===== src/hw/rtl/clr_pkg.sv =====
// Shared constants, types and helpers for the clipped line rasterizer.
// Used by the channel interfaces, the divider and the top level.
package clr_pkg;

    function automatic int imax(input int a, input int b);
        return (a > b) ? a : b;
    endfunction

    localparam int CW        = 13;              // coordinate width
    localparam int DIM_W     = 13;              // screen size register width
    localparam int ADDR_W    = 24;
    localparam int COLOR_W   = 32;
    localparam int NUM_W     = 2 * CW + 2;      // running numerator y1*dx + dy*k
    localparam int MB_W      = imax(CW + 2, DIM_W + 1);
    localparam int P_W       = CW + MB_W;       // shared multiplier product
    localparam int CMP_W     = imax(CW, DIM_W);
    localparam int ASUM_W    = imax(P_W, ADDR_W) + 1;
    localparam int DIV_CNT_W = $clog2(CW);
    localparam int CFG_IDX_W = 1;
    localparam int CFG_W     = DIM_W;

    localparam logic [DIM_W-1:0] WIDTH_RESET  = DIM_W'(640);
    localparam logic [DIM_W-1:0] HEIGHT_RESET = DIM_W'(480);

    localparam logic [CFG_IDX_W-1:0] REG_WIDTH  = 1'd0;
    localparam logic [CFG_IDX_W-1:0] REG_HEIGHT = 1'd1;

    localparam logic OP_START = 1'b0;
    localparam logic OP_STEP  = 1'b1;

    localparam logic [1:0] MODE_H = 2'd0;
    localparam logic [1:0] MODE_V = 2'd1;
    localparam logic [1:0] MODE_G = 2'd2;

    typedef logic signed [CW-1:0] coord_t;

    typedef struct packed {
        logic                    start;
        logic signed [NUM_W-1:0] dividend;
        logic [CW:0]             divisor;
    } div_req_t;

    typedef struct packed {
        logic   done;
        coord_t quotient;
    } div_res_t;

    // 0 <= px < w and 0 <= py < h
    function automatic logic on_screen(input coord_t px, input coord_t py,
                                       input logic [DIM_W-1:0] w,
                                       input logic [DIM_W-1:0] h);
        logic [CMP_W-1:0] px_u;
        logic [CMP_W-1:0] py_u;
        px_u = CMP_W'($unsigned(px));
        py_u = CMP_W'($unsigned(py));
        return !px[CW-1] && !py[CW-1] && (px_u < CMP_W'(w)) && (py_u < CMP_W'(h));
    endfunction

endpackage


===== src/hw/rtl/clr_if.sv =====
// Valid/ready channel interfaces: command beats in, pixel write beats out.
// Depends on clr_pkg.
interface clr_cmd_if;
    import clr_pkg::*;

    logic                valid;
    logic                ready;
    logic                operation;
    coord_t              start_x;
    coord_t              start_y;
    coord_t              end_x;
    coord_t              end_y;
    logic [COLOR_W-1:0]  pixel_color;

    modport source (output valid, operation, start_x, start_y, end_x, end_y, pixel_color,
                    input ready);
    modport sink   (input valid, operation, start_x, start_y, end_x, end_y, pixel_color,
                    output ready);
endinterface

interface clr_pix_if;
    import clr_pkg::*;

    logic                valid;
    logic                ready;
    coord_t              pixel_x;
    coord_t              pixel_y;
    logic                inside_res;
    logic [ADDR_W-1:0]   pixel_address;
    logic [COLOR_W-1:0]  out_color;
    logic                last_pixel;

    modport source (output valid, pixel_x, pixel_y, inside_res, pixel_address, out_color,
                    last_pixel, input ready);
    modport sink   (input valid, pixel_x, pixel_y, inside_res, pixel_address, out_color,
                    last_pixel, output ready);
endinterface


===== src/hw/rtl/clr_divider.sv =====
// Restoring signed-by-positive divider, one quotient bit per cycle,
// truncating toward zero. Depends on clr_pkg.
module clr_divider
(
    input  logic              clk,
    input  logic              rst_n,
    input  clr_pkg::div_req_t req,
    output clr_pkg::div_res_t res
);
    import clr_pkg::*;

    logic                  run_reg, run_next;
    logic                  done_reg, done_next;
    logic [DIV_CNT_W-1:0]  cnt_reg, cnt_next;
    logic [CW:0]           rem_reg, rem_next;
    logic [CW-1:0]         quo_reg, quo_next;
    logic [CW:0]           dvsr_reg, dvsr_next;
    logic                  neg_reg, neg_next;

    logic [NUM_W-1:0]      mag;
    logic [CW+1:0]         trial;
    logic [CW+2:0]         diff;
    logic                  ge;
    logic                  last_bit;

    // |num| < dx * 2^CW, so the bits above CW already sit below the divisor
    assign mag      = req.dividend[NUM_W-1] ? $unsigned(-req.dividend)
                                            : $unsigned(req.dividend);
    assign trial    = {rem_reg, quo_reg[CW-1]};
    assign diff     = {1'b0, trial} - {2'b00, dvsr_reg};
    assign ge       = !diff[CW+2];
    assign last_bit = (cnt_reg == DIV_CNT_W'(CW - 1));

    always_comb
    begin
        run_next  = run_reg;
        done_next = 1'b0;
        cnt_next  = cnt_reg;
        rem_next  = rem_reg;
        quo_next  = quo_reg;
        dvsr_next = dvsr_reg;
        neg_next  = neg_reg;
        if (req.start)
        begin
            run_next  = 1'b1;
            cnt_next  = '0;
            rem_next  = mag[2*CW:CW];
            quo_next  = mag[CW-1:0];
            dvsr_next = req.divisor;
            neg_next  = req.dividend[NUM_W-1];
        end
        else if (run_reg)
        begin
            rem_next = ge ? diff[CW:0] : trial[CW:0];
            quo_next = {quo_reg[CW-2:0], ge};
            cnt_next = cnt_reg + 1'b1;
            if (last_bit)
            begin
                run_next  = 1'b0;
                done_next = 1'b1;
            end
        end
    end

    always_ff @(posedge clk or negedge rst_n)
    begin
        if (!rst_n)
        begin
            run_reg  <= 1'b0;
            done_reg <= 1'b0;
            cnt_reg  <= '0;
        end
        else
        begin
            run_reg  <= run_next;
            done_reg <= done_next;
            cnt_reg  <= cnt_next;
        end
    end

    always_ff @(posedge clk)
    begin
        rem_reg  <= rem_next;
        quo_reg  <= quo_next;
        dvsr_reg <= dvsr_next;
        neg_reg  <= neg_next;
    end

    assign res.done     = done_reg;
    assign res.quotient = neg_reg ? -$signed(quo_reg) : $signed(quo_reg);

endmodule


===== src/hw/rtl/clipped_line_rasterizer.sv =====
// Top level of the clipped line rasterizer: sequencer, shared multiplier,
// clipping and output register. Depends on clr_pkg, clr_if.sv, clr_divider.
//
//  channel | dir | beat contents
//  --------+-----+-----------------------------------------------------------
//  cmd     | in  | operation, start_x, start_y, end_x, end_y, pixel_color
//  pix     | out | pixel_x, pixel_y, inside_res, pixel_address, out_color,
//          |     | last_pixel
//  cfg     | in  | cfg_we, cfg_index, cfg_data (0 width, 1 height)
//
// Start beat: horizontal/vertical lines stay in idle, general lines take one
// pass through the shared multiplier in S_SETUP. Step beat: S_ADDR for
// horizontal/vertical lines, S_DIV and S_ADDR for general lines, the divider
// retiring one quotient bit per cycle. cmd.ready is low until the sequencer
// is back in idle. A held pixel beat lets the next command in; its pixel
// waits in S_ADDR. Reset loads width 640, height 480 and drops any line.
module clipped_line_rasterizer
(
    input  logic                             clk,
    input  logic                             rst_n,
    clr_cmd_if.sink                          cmd,
    clr_pix_if.source                        pix,
    input  logic                             cfg_we,
    input  logic [clr_pkg::CFG_IDX_W-1:0]    cfg_index,
    input  logic [clr_pkg::CFG_W-1:0]        cfg_data
);
    import clr_pkg::*;

    localparam logic [1:0] S_IDLE  = 2'd0;
    localparam logic [1:0] S_SETUP = 2'd1;
    localparam logic [1:0] S_DIV   = 2'd2;
    localparam logic [1:0] S_ADDR  = 2'd3;

    logic [1:0]              state_reg, state_next;
    logic                    busy_reg, busy_next;
    logic [1:0]              mode_reg, mode_next;
    coord_t                  cursor_reg, cursor_next;
    coord_t                  cursor_end_reg, cursor_end_next;
    coord_t                  anchor_x_reg, anchor_x_next;
    coord_t                  anchor_y_reg, anchor_y_next;
    logic [CW:0]             delta_x_reg, delta_x_next;
    logic signed [CW:0]      delta_y_reg, delta_y_next;
    logic [COLOR_W-1:0]      color_reg, color_next;
    logic signed [NUM_W-1:0] num_reg, num_next;
    logic [DIM_W-1:0]        width_reg, width_next;
    logic [DIM_W-1:0]        height_reg, height_next;
    coord_t                  px_reg, px_next;
    coord_t                  py_reg, py_next;
    logic                    last_reg, last_next;

    logic                    out_valid_reg, out_valid_next;
    coord_t                  out_x_reg, out_x_next;
    coord_t                  out_y_reg, out_y_next;
    logic                    out_in_reg, out_in_next;
    logic [ADDR_W-1:0]       out_addr_reg, out_addr_next;
    logic [COLOR_W-1:0]      out_color_reg, out_color_next;
    logic                    out_last_reg, out_last_next;

    logic                    cmd_fire;
    logic                    is_h, is_v, swap;
    coord_t                  xa, ya, xb, yb;
    logic signed [CW-1:0]    mul_a;
    logic signed [MB_W-1:0]  mul_b;
    logic signed [P_W-1:0]   mul_p;
    logic [ASUM_W-1:0]       addr_sum;
    logic                    on_scr;

    div_req_t                div_req;
    div_res_t                div_res;

    clr_divider u_div
    (
        .clk   (clk),
        .rst_n (rst_n),
        .req   (div_req),
        .res   (div_res)
    );

    assign cmd.ready = (state_reg == S_IDLE);
    assign cmd_fire  = cmd.valid && cmd.ready;

    assign is_h = (cmd.start_y == cmd.end_y);
    assign is_v = (cmd.start_x == cmd.end_x);
    assign swap = (cmd.start_x > cmd.end_x);
    assign xa   = swap ? cmd.end_x   : cmd.start_x;
    assign ya   = swap ? cmd.end_y   : cmd.start_y;
    assign xb   = swap ? cmd.start_x : cmd.end_x;
    assign yb   = swap ? cmd.start_y : cmd.end_y;

    // one multiplier: y1*dx at line setup, y*width for the address
    assign mul_a = (state_reg == S_SETUP) ? anchor_y_reg : py_reg;
    assign mul_b = (state_reg == S_SETUP) ? $signed(MB_W'(delta_x_reg))
                                          : $signed(MB_W'(width_reg));
    assign mul_p = P_W'(mul_a) * P_W'(mul_b);

    assign on_scr   = on_screen(px_reg, py_reg, width_reg, height_reg);
    assign addr_sum = ASUM_W'($unsigned(mul_p)) + ASUM_W'($unsigned(px_reg));

    always_comb
    begin
        state_next      = state_reg;
        busy_next       = busy_reg;
        mode_next       = mode_reg;
        cursor_next     = cursor_reg;
        cursor_end_next = cursor_end_reg;
        anchor_x_next   = anchor_x_reg;
        anchor_y_next   = anchor_y_reg;
        delta_x_next    = delta_x_reg;
        delta_y_next    = delta_y_reg;
        color_next      = color_reg;
        num_next        = num_reg;
        width_next      = width_reg;
        height_next     = height_reg;
        px_next         = px_reg;
        py_next         = py_reg;
        last_next       = last_reg;
        out_valid_next  = out_valid_reg;
        out_x_next      = out_x_reg;
        out_y_next      = out_y_reg;
        out_in_next     = out_in_reg;
        out_addr_next   = out_addr_reg;
        out_color_next  = out_color_reg;
        out_last_next   = out_last_reg;
        div_req.start    = 1'b0;
        div_req.dividend = num_reg;
        div_req.divisor  = delta_x_reg;

        if (cfg_we)
        begin
            case (cfg_index)
                REG_WIDTH:  width_next  = cfg_data;
                REG_HEIGHT: height_next = cfg_data;
                default:    ;
            endcase
        end

        if (pix.valid && pix.ready)
            out_valid_next = 1'b0;

        case (state_reg)
            S_IDLE:
            begin
                if (cmd_fire && cmd.operation == OP_START)
                begin
                    busy_next  = 1'b1;
                    color_next = cmd.pixel_color;
                    if (is_h)
                    begin
                        mode_next       = MODE_H;
                        anchor_y_next   = cmd.start_y;
                        cursor_next     = swap ? cmd.end_x : cmd.start_x;
                        cursor_end_next = swap ? cmd.start_x : cmd.end_x;
                    end
                    else if (is_v)
                    begin
                        mode_next       = MODE_V;
                        anchor_x_next   = cmd.start_x;
                        cursor_next     = (cmd.start_y < cmd.end_y) ? cmd.start_y : cmd.end_y;
                        cursor_end_next = (cmd.start_y < cmd.end_y) ? cmd.end_y : cmd.start_y;
                    end
                    else
                    begin
                        mode_next       = MODE_G;
                        anchor_x_next   = xa;
                        anchor_y_next   = ya;
                        delta_x_next    = $unsigned((CW+1)'(xb) - (CW+1)'(xa));
                        delta_y_next    = (CW+1)'(yb) - (CW+1)'(ya);
                        cursor_next     = xa;
                        cursor_end_next = xb;
                        state_next      = S_SETUP;
                    end
                end
                else if (cmd_fire && busy_reg)
                begin
                    last_next = (cursor_reg >= cursor_end_reg);
                    if (cursor_reg >= cursor_end_reg)
                        busy_next = 1'b0;
                    else
                        cursor_next = cursor_reg + 1'b1;
                    case (mode_reg)
                        MODE_H:
                        begin
                            px_next    = cursor_reg;
                            py_next    = anchor_y_reg;
                            state_next = S_ADDR;
                        end
                        MODE_V:
                        begin
                            px_next    = anchor_x_reg;
                            py_next    = cursor_reg;
                            state_next = S_ADDR;
                        end
                        default:
                        begin
                            // divider latches the numerator for this x; advance it by dy
                            px_next       = cursor_reg;
                            div_req.start = 1'b1;
                            num_next      = num_reg + NUM_W'(delta_y_reg);
                            state_next    = S_DIV;
                        end
                    endcase
                end
            end
            S_SETUP:
            begin
                num_next   = mul_p[NUM_W-1:0];
                state_next = S_IDLE;
            end
            S_DIV:
            begin
                if (div_res.done)
                begin
                    py_next    = div_res.quotient;
                    state_next = S_ADDR;
                end
            end
            S_ADDR:
            begin
                if (!out_valid_reg || pix.ready)
                begin
                    out_valid_next = 1'b1;
                    out_x_next     = px_reg;
                    out_y_next     = py_reg;
                    out_in_next    = on_scr;
                    out_addr_next  = on_scr ? addr_sum[ADDR_W-1:0] : '0;
                    out_color_next = color_reg;
                    out_last_next  = last_reg;
                    state_next     = S_IDLE;
                end
            end
            default:
            begin
                state_next = S_IDLE;
            end
        endcase
    end

    always_ff @(posedge clk or negedge rst_n)
    begin
        if (!rst_n)
        begin
            state_reg     <= S_IDLE;
            busy_reg      <= 1'b0;
            mode_reg      <= MODE_H;
            out_valid_reg <= 1'b0;
            width_reg     <= WIDTH_RESET;
            height_reg    <= HEIGHT_RESET;
        end
        else
        begin
            state_reg     <= state_next;
            busy_reg      <= busy_next;
            mode_reg      <= mode_next;
            out_valid_reg <= out_valid_next;
            width_reg     <= width_next;
            height_reg    <= height_next;
        end
    end

    always_ff @(posedge clk)
    begin
        cursor_reg     <= cursor_next;
        cursor_end_reg <= cursor_end_next;
        anchor_x_reg   <= anchor_x_next;
        anchor_y_reg   <= anchor_y_next;
        delta_x_reg    <= delta_x_next;
        delta_y_reg    <= delta_y_next;
        color_reg      <= color_next;
        num_reg        <= num_next;
        px_reg         <= px_next;
        py_reg         <= py_next;
        last_reg       <= last_next;
        out_x_reg      <= out_x_next;
        out_y_reg      <= out_y_next;
        out_in_reg     <= out_in_next;
        out_addr_reg   <= out_addr_next;
        out_color_reg  <= out_color_next;
        out_last_reg   <= out_last_next;
    end

    assign pix.valid         = out_valid_reg;
    assign pix.pixel_x       = out_x_reg;
    assign pix.pixel_y       = out_y_reg;
    assign pix.inside_res    = out_in_reg;
    assign pix.pixel_address = out_addr_reg;
    assign pix.out_color     = out_color_reg;
    assign pix.last_pixel    = out_last_reg;

    a_div_done_in_div: assert property (@(posedge clk) disable iff (!rst_n)
        div_res.done |-> state_reg == S_DIV)
        else $error("divider finished outside the divide state");

    a_setup_general: assert property (@(posedge clk) disable iff (!rst_n)
        state_reg == S_SETUP |-> mode_reg == MODE_G && busy_reg)
        else $error("slope setup without a general line");

    a_clip_addr: assert property (@(posedge clk) disable iff (!rst_n)
        pix.valid && !pix.inside_res |-> pix.pixel_address == '0)
        else $error("address on a clipped pixel");

    a_step_holds_cmd: assert property (@(posedge clk) disable iff (!rst_n)
        cmd_fire && cmd.operation == OP_STEP && busy_reg |=> !cmd.ready)
        else $error("command taken while a pixel is in flight");

endmodule


===== src/flat_wrapper.sv =====
// flat-port wrapper written by rule: the top's interface ports become plain ports
module clipped_line_rasterizer_flat import clr_pkg::*;
  (clk, rst_n, cfg_we, cfg_index, cfg_data, cmd_valid, cmd_operation, cmd_start_x, cmd_start_y, cmd_end_x, cmd_end_y, cmd_pixel_color, cmd_ready, pix_valid, pix_pixel_x, pix_pixel_y, pix_inside_res, pix_pixel_address, pix_out_color, pix_last_pixel, pix_ready);
  clr_cmd_if cmd_i ();
  clr_pix_if pix_i ();
  input  logic clk;
  input  logic rst_n;
  input  logic cfg_we;
  input  logic [clr_pkg::CFG_IDX_W-1:0] cfg_index;
  input  logic [clr_pkg::CFG_W-1:0] cfg_data;
  input wire logic [$bits(cmd_i.valid)-1:0] cmd_valid;
  input wire logic [$bits(cmd_i.operation)-1:0] cmd_operation;
  input wire logic [$bits(cmd_i.start_x)-1:0] cmd_start_x;
  input wire logic [$bits(cmd_i.start_y)-1:0] cmd_start_y;
  input wire logic [$bits(cmd_i.end_x)-1:0] cmd_end_x;
  input wire logic [$bits(cmd_i.end_y)-1:0] cmd_end_y;
  input wire logic [$bits(cmd_i.pixel_color)-1:0] cmd_pixel_color;
  output wire logic [$bits(cmd_i.ready)-1:0] cmd_ready;
  output wire logic [$bits(pix_i.valid)-1:0] pix_valid;
  output wire logic [$bits(pix_i.pixel_x)-1:0] pix_pixel_x;
  output wire logic [$bits(pix_i.pixel_y)-1:0] pix_pixel_y;
  output wire logic [$bits(pix_i.inside_res)-1:0] pix_inside_res;
  output wire logic [$bits(pix_i.pixel_address)-1:0] pix_pixel_address;
  output wire logic [$bits(pix_i.out_color)-1:0] pix_out_color;
  output wire logic [$bits(pix_i.last_pixel)-1:0] pix_last_pixel;
  input wire logic [$bits(pix_i.ready)-1:0] pix_ready;
  assign cmd_i.valid = cmd_valid;
  assign cmd_i.operation = cmd_operation;
  assign cmd_i.start_x = cmd_start_x;
  assign cmd_i.start_y = cmd_start_y;
  assign cmd_i.end_x = cmd_end_x;
  assign cmd_i.end_y = cmd_end_y;
  assign cmd_i.pixel_color = cmd_pixel_color;
  assign cmd_ready = cmd_i.ready;
  assign pix_valid = pix_i.valid;
  assign pix_pixel_x = pix_i.pixel_x;
  assign pix_pixel_y = pix_i.pixel_y;
  assign pix_inside_res = pix_i.inside_res;
  assign pix_pixel_address = pix_i.pixel_address;
  assign pix_out_color = pix_i.out_color;
  assign pix_last_pixel = pix_i.last_pixel;
  assign pix_i.ready = pix_ready;
  clipped_line_rasterizer u_core (.clk(clk), .rst_n(rst_n), .cmd(cmd_i), .pix(pix_i), .cfg_we(cfg_we), .cfg_index(cfg_index), .cfg_data(cfg_data));
endmodule

===== config.mk =====
export PLATFORM = sky130hd
export DESIGN_NAME = clipped_line_rasterizer_flat
export DESIGN_NICKNAME = d
export VERILOG_FILES = /design/src/hw/rtl/clr_pkg.sv /design/src/hw/rtl/clr_if.sv /design/src/hw/rtl/clr_divider.sv /design/src/hw/rtl/clipped_line_rasterizer.sv /design/src/flat_wrapper.sv
export SDC_FILE = /design/constraint.sdc
export NUM_CORES = 1
export LEC_CHECK = 0
export BUFFER_PORTS_ARGS = -buffer_cell sky130_fd_sc_hd__buf_2
export CAP_MARGIN = 5
export CORE_UTILIZATION = 50
export CTS_CLUSTER_SIZE = 10
export DETAILED_ROUTE_END_ITERATION = 12
export HOLD_SLACK_MARGIN = 0.03
export PLACE_DENSITY = 0.77
export SLEW_MARGIN = 20
export SYNTH_ARGS = -nofsm -noshare
export SYNTH_HDL_FRONTEND = slang
export SYNTH_HIERARCHICAL = 1
export SYNTH_SLANG_ARGS = --single-unit

===== constraint.sdc =====
create_clock -name clk -period 9.85 [get_ports clk]
set_input_delay 0.985 -clock clk [delete_from_list [all_inputs] [get_ports clk]]
set_output_delay 0.985 -clock clk [all_outputs]
set_load 0.02 [all_outputs]

# == Word-level counts from Yosys, hierarchy flattened ==
# Index checks and enable logic that the tools add are counted.
# W data, S select, Z words.
# op_classes
n_eq_ne,18
n_addsub,9
multipliers,1
n_reduce_logical,33
n_lt_le_gt_ge,5
muxes,63
bitwise,5
# op_table
cell,n
$mux W13,24
$mux W28,3
$mux W14,4
$pmux W28 S2,1
$pmux W13 S2,2
$lt A13 B13 Y1,3
$add A28 B14 Y28,1
$mul A13 B15 Y28,1
$sub A13 B13 Y14,2
$mux W27,1
$neg A27 Y27,1
$eq A13 B13 Y1,2
$add A24 B13 Y24,1
$mux W1,17
$mux W2,8
$sub A15 B14 Y16,1
$reduce_and A3 Y1,5
$add A13 B1 Y13 const B,1
$ge A13 B13 Y1,1
$gt A13 B13 Y1,1
$neg A13 Y13,1
$ne A3 B3 Y1 const B,4
$reduce_and A5 Y1,2
$reduce_bool A2 Y1,5
16 further kinds,42
# totals
register_bits,331
wordCells,164
inputBits,104
output_inout_bits,86

# == Logic depth before layout (Yosys ltp) ==
# depth
word_depth,7
ltp_mapped,32

# == Hierarchy ==
# Netlist, hierarchy kept.
# modules_own_cells
module,seq_area_each_um2,area_per_inst_um2,instances,cells_each
clipped_line_rasterizer,8345.5,22355.2,1,2224
clr_divider,1411.4,3503.4,1,358

# == Least setup slack after synthesis ==
# Ideal clock, no wire load.
# synth_timing
path_type,reg-to-reg
startpoint,register u_core.state_reg[0]
endpoint,register u_core.out_addr_reg[23] (netlist: u_core/pix.pixel_address[23]) (data pin)
arrival_ns,7.343
n_path_buf,3
required_time_ns,9.577
setup_slack_ns,2.234
stages_incl_launch_ff,32
setup_time_ns,0.273
period_less_slack_ns,7.616
path_cell_list,dfrtp_1 > clkbuf_1 > nor2b_1 > clkbuf_1 > buf_1 > nor2_1 > a21oi_1 > nor2_1 > fa_1 > inv_1 > fa_1 > inv_1 > fa_1 > inv_1 > fa_1 > inv_1 > fa_1 > ha_1 > ha_1 > inv_1 > o21ai_0 > and2_1 > o21ai_0 > nand2b_1 > a21oi_1 > xnor2_1 > ha_1 > nand2_1 > o41ai_1 > nand2_1 > o311ai_0 > o41ai_1
# synth_via
elab_chain_cells,4
elab_cells_between_ends,5
cone_classes,1 x add/sub; 1 x mul; 1 x eq/ne; 2 x mux
# synth_lines
element,line_no,text
from (decl),clipped_line_rasterizer.sv:34,"logic [1:0] state_reg, state_next;"
from (signal assigned),clipped_line_rasterizer.sv:251,state_reg <= state_next;
$eq A2 B1 Y1 (*),"clipped_line_rasterizer.sv:91, clipped_line_rasterizer.sv:92",
$mux W13 or $mux W14 (tied branches),"clipped_line_rasterizer.sv:91, clipped_line_rasterizer.sv:92",
$mul A13 B15 Y28 (*),clipped_line_rasterizer.sv:94,assign mul_p = P_W'(mul_a) * P_W'(mul_b);
$add A24 B13 Y24 (*),clipped_line_rasterizer.sv:97,assign addr_sum = ASUM_W'($unsigned(mul_p)) + ASUM_W'($unsigned(px_reg));
to (signal assigned),clipped_line_rasterizer.sv:276,out_addr_reg <= out_addr_next;
to (decl),clipped_line_rasterizer.sv:55,"logic [ADDR_W-1:0] out_addr_reg, out_addr_next;"
# Every way passes the cells marked *; elsewhere a longest branch is shown, timed or not.
# A chain may end at the register's enable or synchronous reset.

# == Final worst setup path ==
# Same ends and word-level chain as after synthesis.

==> impl_metrics.csv <==
group,metric,value,unit
outcome,status,"complete, no violations",
logic_synthesis,synth_top_cell_by_area,"edfxtp_1",
logic_synthesis,yosys-top-cells-area,"edfxtp_1 (34%), ha_1 (11%), fa_1 (10%), nand2_1 (4.0%), inv_1 (3.7%)",
timing,post-route-min-period,8.51,ns
worst_hold_path,hold_start,"u_core/color_reg[21]$_DFFE_PP_",
cells_and_area,num-nets-final,3209,
critical_path,cpMaxStageDelayCell,"a21oi_1",
critical_path,r2r_cells,27,
routing,route.detailed.drc,0,
cells_and_area,layout-drive-gt1-share,12.8,%
die,rows,82,
critical_path,path_max_fanout,28,
logic_synthesis,ys.flop_type,"edfxtp_1",
clocking,insertion_delay,0.56,ns
timing,setup_viol,0,
placement,hpwl,60800,um
logic_synthesis,synth_edf_count,293,
logic_synthesis,ys_top_cells_by_count,"edfxtp_1 (293), nand2_1 (277), inv_1 (258)",
cells_and_area,postLayoutCoreUtil,56.7,%
timing,maxClockFrequency,118,MHz
timing,layout_setup_ws,1.34,ns
routing,drtIter0Drc,1915,
placement,dp_cells,3377,
global_route,grt_pass1_wl,119000,um
timing,tightest_slew,1.09,ns
logic_synthesis,ys_seq_elements,331,
logic_synthesis,syn-mean-instance-area,10.0,sq um
routing,drt-total-wl,77900,um
worst_hold_path,holdCritPathClass,"reg -> reg",
clocking,cts.sinks,331,
placement,port_buffers,189,
clocking,cts_buffers,40,
routing,vias,20897,
logic_synthesis,yosysSeqAreaShare,37.7,%
critical_path,crit_path_end_kind,"flop",
die,start_util,51.1,%
global_route,grtUsageTotal,29.6,%
cells_and_area,multi_input_area,14800,sq um
routing,first_pass_iters,6,
clocking,cts-root-buf,"clkbuf_16",
placement,dp_slack,1.43,ns
cells_and_area,fin_cells,3452,
cells_and_area,syn2layout_area_growth,11.0,%
logic_synthesis,postSynthCellCount,2582,
critical_path,cpMostUsedCell,"ha_1",
routing,vias_per_cell,6.05,
logic_synthesis,async_flop_share,11.5,%
cells_and_area,seqCellArea,9760,sq um
timing,rsz0062_at_grt,"no",
global_route,grt_pass1_vias,20754,
clocking,post-cts-setup-buffers,0,
worst_hold_path,hold_depth,0,
cells_and_area,fill_cells,4341,
logic_synthesis,syn_area,25900,sq um
placement,place_congestion,0.983,
global_route,grt_max_degree,64,
clocking,ctsHoldBuffers,0,
clocking,post_cts_resized,0,
timing,period_share,86.4,%
timing,hold_viol,0,
timing,finClkSkew,0.0261,ns
critical_path,reg2reg_to,"u_core/pix.pixel_address[23]$_SDFFCE_PN0P_",
critical_path,crit_path_start_kind,"flop",
critical_path,cp.required,10.12,ns
die,die-width,229,um
critical_path,reg2reg_slack,1.34,ns
critical_path,slowest_delay,0.69,ns
logic_synthesis,netlist.area_leader.share,34.0,%
global_route,grt-ovfl-total,0,
global_route,antenna_found_initial,3,
critical_path,worstPathArrival,8.78,ns
run,max-cap-violations,0,
clocking,clockBufferDepth,3,
critical_path,critPathKind,"reg -> reg",
die,fp.dieArea,52600,sq um
clocking,cts_tree,"yes",
die,coreArea,50600,sq um
logic_synthesis,syn-num-nets,3044,
critical_path,cp_num_buf_inv,2,
timing,slew_headroom,27.4,%
clocking,h-tree-depth,2,
routing,drtAntennaViolNets,0,
timing,slew_viol_final,0,
logic_synthesis,synth.most_common_cell,"edfxtp_1",
clocking,clkSlewWorstSetupHoldPaths,0.06,ns
logic_synthesis,synth_cell_types,86,
critical_path,rr_startpoint,"u_core/state_reg[0]$_DFFE_PN0P_",
timing,fin_setup_tns,0,ns
critical_path,critPathTopFamily,"adder cells",
die,io_pins,190,
worst_hold_path,hold_end,"u_core/pix.out_color[21]$_DFFE_PP_",
logic_synthesis,yosysWarnings,6,
die,die_h,229,um
routing,avgRoutedWirePerCell,22.6,um
-- cells by family after synthesis --
kind of cell / share of synthesized area (%)
AO/OA/AOI/OAI: 13.4
flip-flops: 37.7
multiplexers: 3.84
AND/OR/NAND/NOR: 14.2
buffers and inverters: 5.27
XOR/XNOR: 4.27
adder cells (fa/ha/maj): 21.2
-- layout make-up --
class                           instances  share of cell area [%]
Clock inverter                          7                   0.135
Inverter                              261                    3.41
Sequential cell                       331                    34.0
Clock buffer                           65                    3.96
Tap cell                              672                    2.93
Antenna cell                            3                  0.0262
Timing Repair Buffer                  214                    3.96
Multi-Input combinational cell       1899                    51.6
-- metrics by stage --
step | instance area (sq um) | hold slack [ns]
finish | 28700 | 0.414
global route | 28700 | 0.421
CTS | 28700 | 0.417
detailed placement | 27500 | 0.405
global placement | 27500 | 0.401
floorplan | 25900 | 0.400
-- cell usage in the layout (no fill, tap or decap), types with 11 or more instances in the layout --
cell type	count
nor2_1	229
dfrtp_1	32
nand2_1	277
a21o_1	54
xnor2_1	66
and2_1	15
ha_1	223
mux2i_1	52
clkbuf_1	22
buf_4	26
o21ai_0	135
or3_1	18
and3_1	27
edfxtp_1	293
o211ai_1	13
nand4_1	19
a21oi_1	129
buf_2	188
nand3_1	48
a221o_1	11
fa_1	135
o31ai_1	22
nand2b_1	34
mux2_2	41
clkbuf_16	41
o22ai_1	15
inv_1	258
xor2_1	60
a211oi_1	20
nor3_1	31
a31oi_1	14
o21a_1	24
nor2b_1	27
-- per-layer routing --
layer	up-vias	part of all wire (%)	global-route usage [%]
li1	9449	-	-
met1	10192	41	40.2
met2	1074	45	46.3
met3	182	9.2	5.34
met4	0	4.6	12.7
met5	-	0	0
-- how the worst max path moves through the flow --
| stage | startpoint | to | slack, ns | depth (start not counted) |
|---|---|---|---|---|
| after floorplan | u_core/state_reg[0]$_DFFE_PN0P_ | u_core/pix.pixel_address[23]$_SDFFCE_PN0P_ | 2.23 | 31 |
| after global placement | u_core/state_reg[0]$_DFFE_PN0P_ | u_core/pix.pixel_address[23]$_SDFFCE_PN0P_ | 1.62 | 27 |
| after detailed placement | u_core/state_reg[0]$_DFFE_PN0P_ | u_core/pix.pixel_address[23]$_SDFFCE_PN0P_ | 1.43 | 27 |
| after CTS | u_core/state_reg[0]$_DFFE_PN0P_ | u_core/pix.pixel_address[23]$_SDFFCE_PN0P_ | 1.38 | 27 |
| after global routing | u_core/state_reg[0]$_DFFE_PN0P_ | u_core/pix.pixel_address[23]$_SDFFCE_PN0P_ | 0.77 | 27 |
| final | u_core/state_reg[0]$_DFFE_PN0P_ | u_core/pix.pixel_address[23]$_SDFFCE_PN0P_ | 1.34 | 27 |
Power is left out: the tool's default activity adds up to more than one toggle a clock period on the data nets, which glitch-free logic cannot reach.
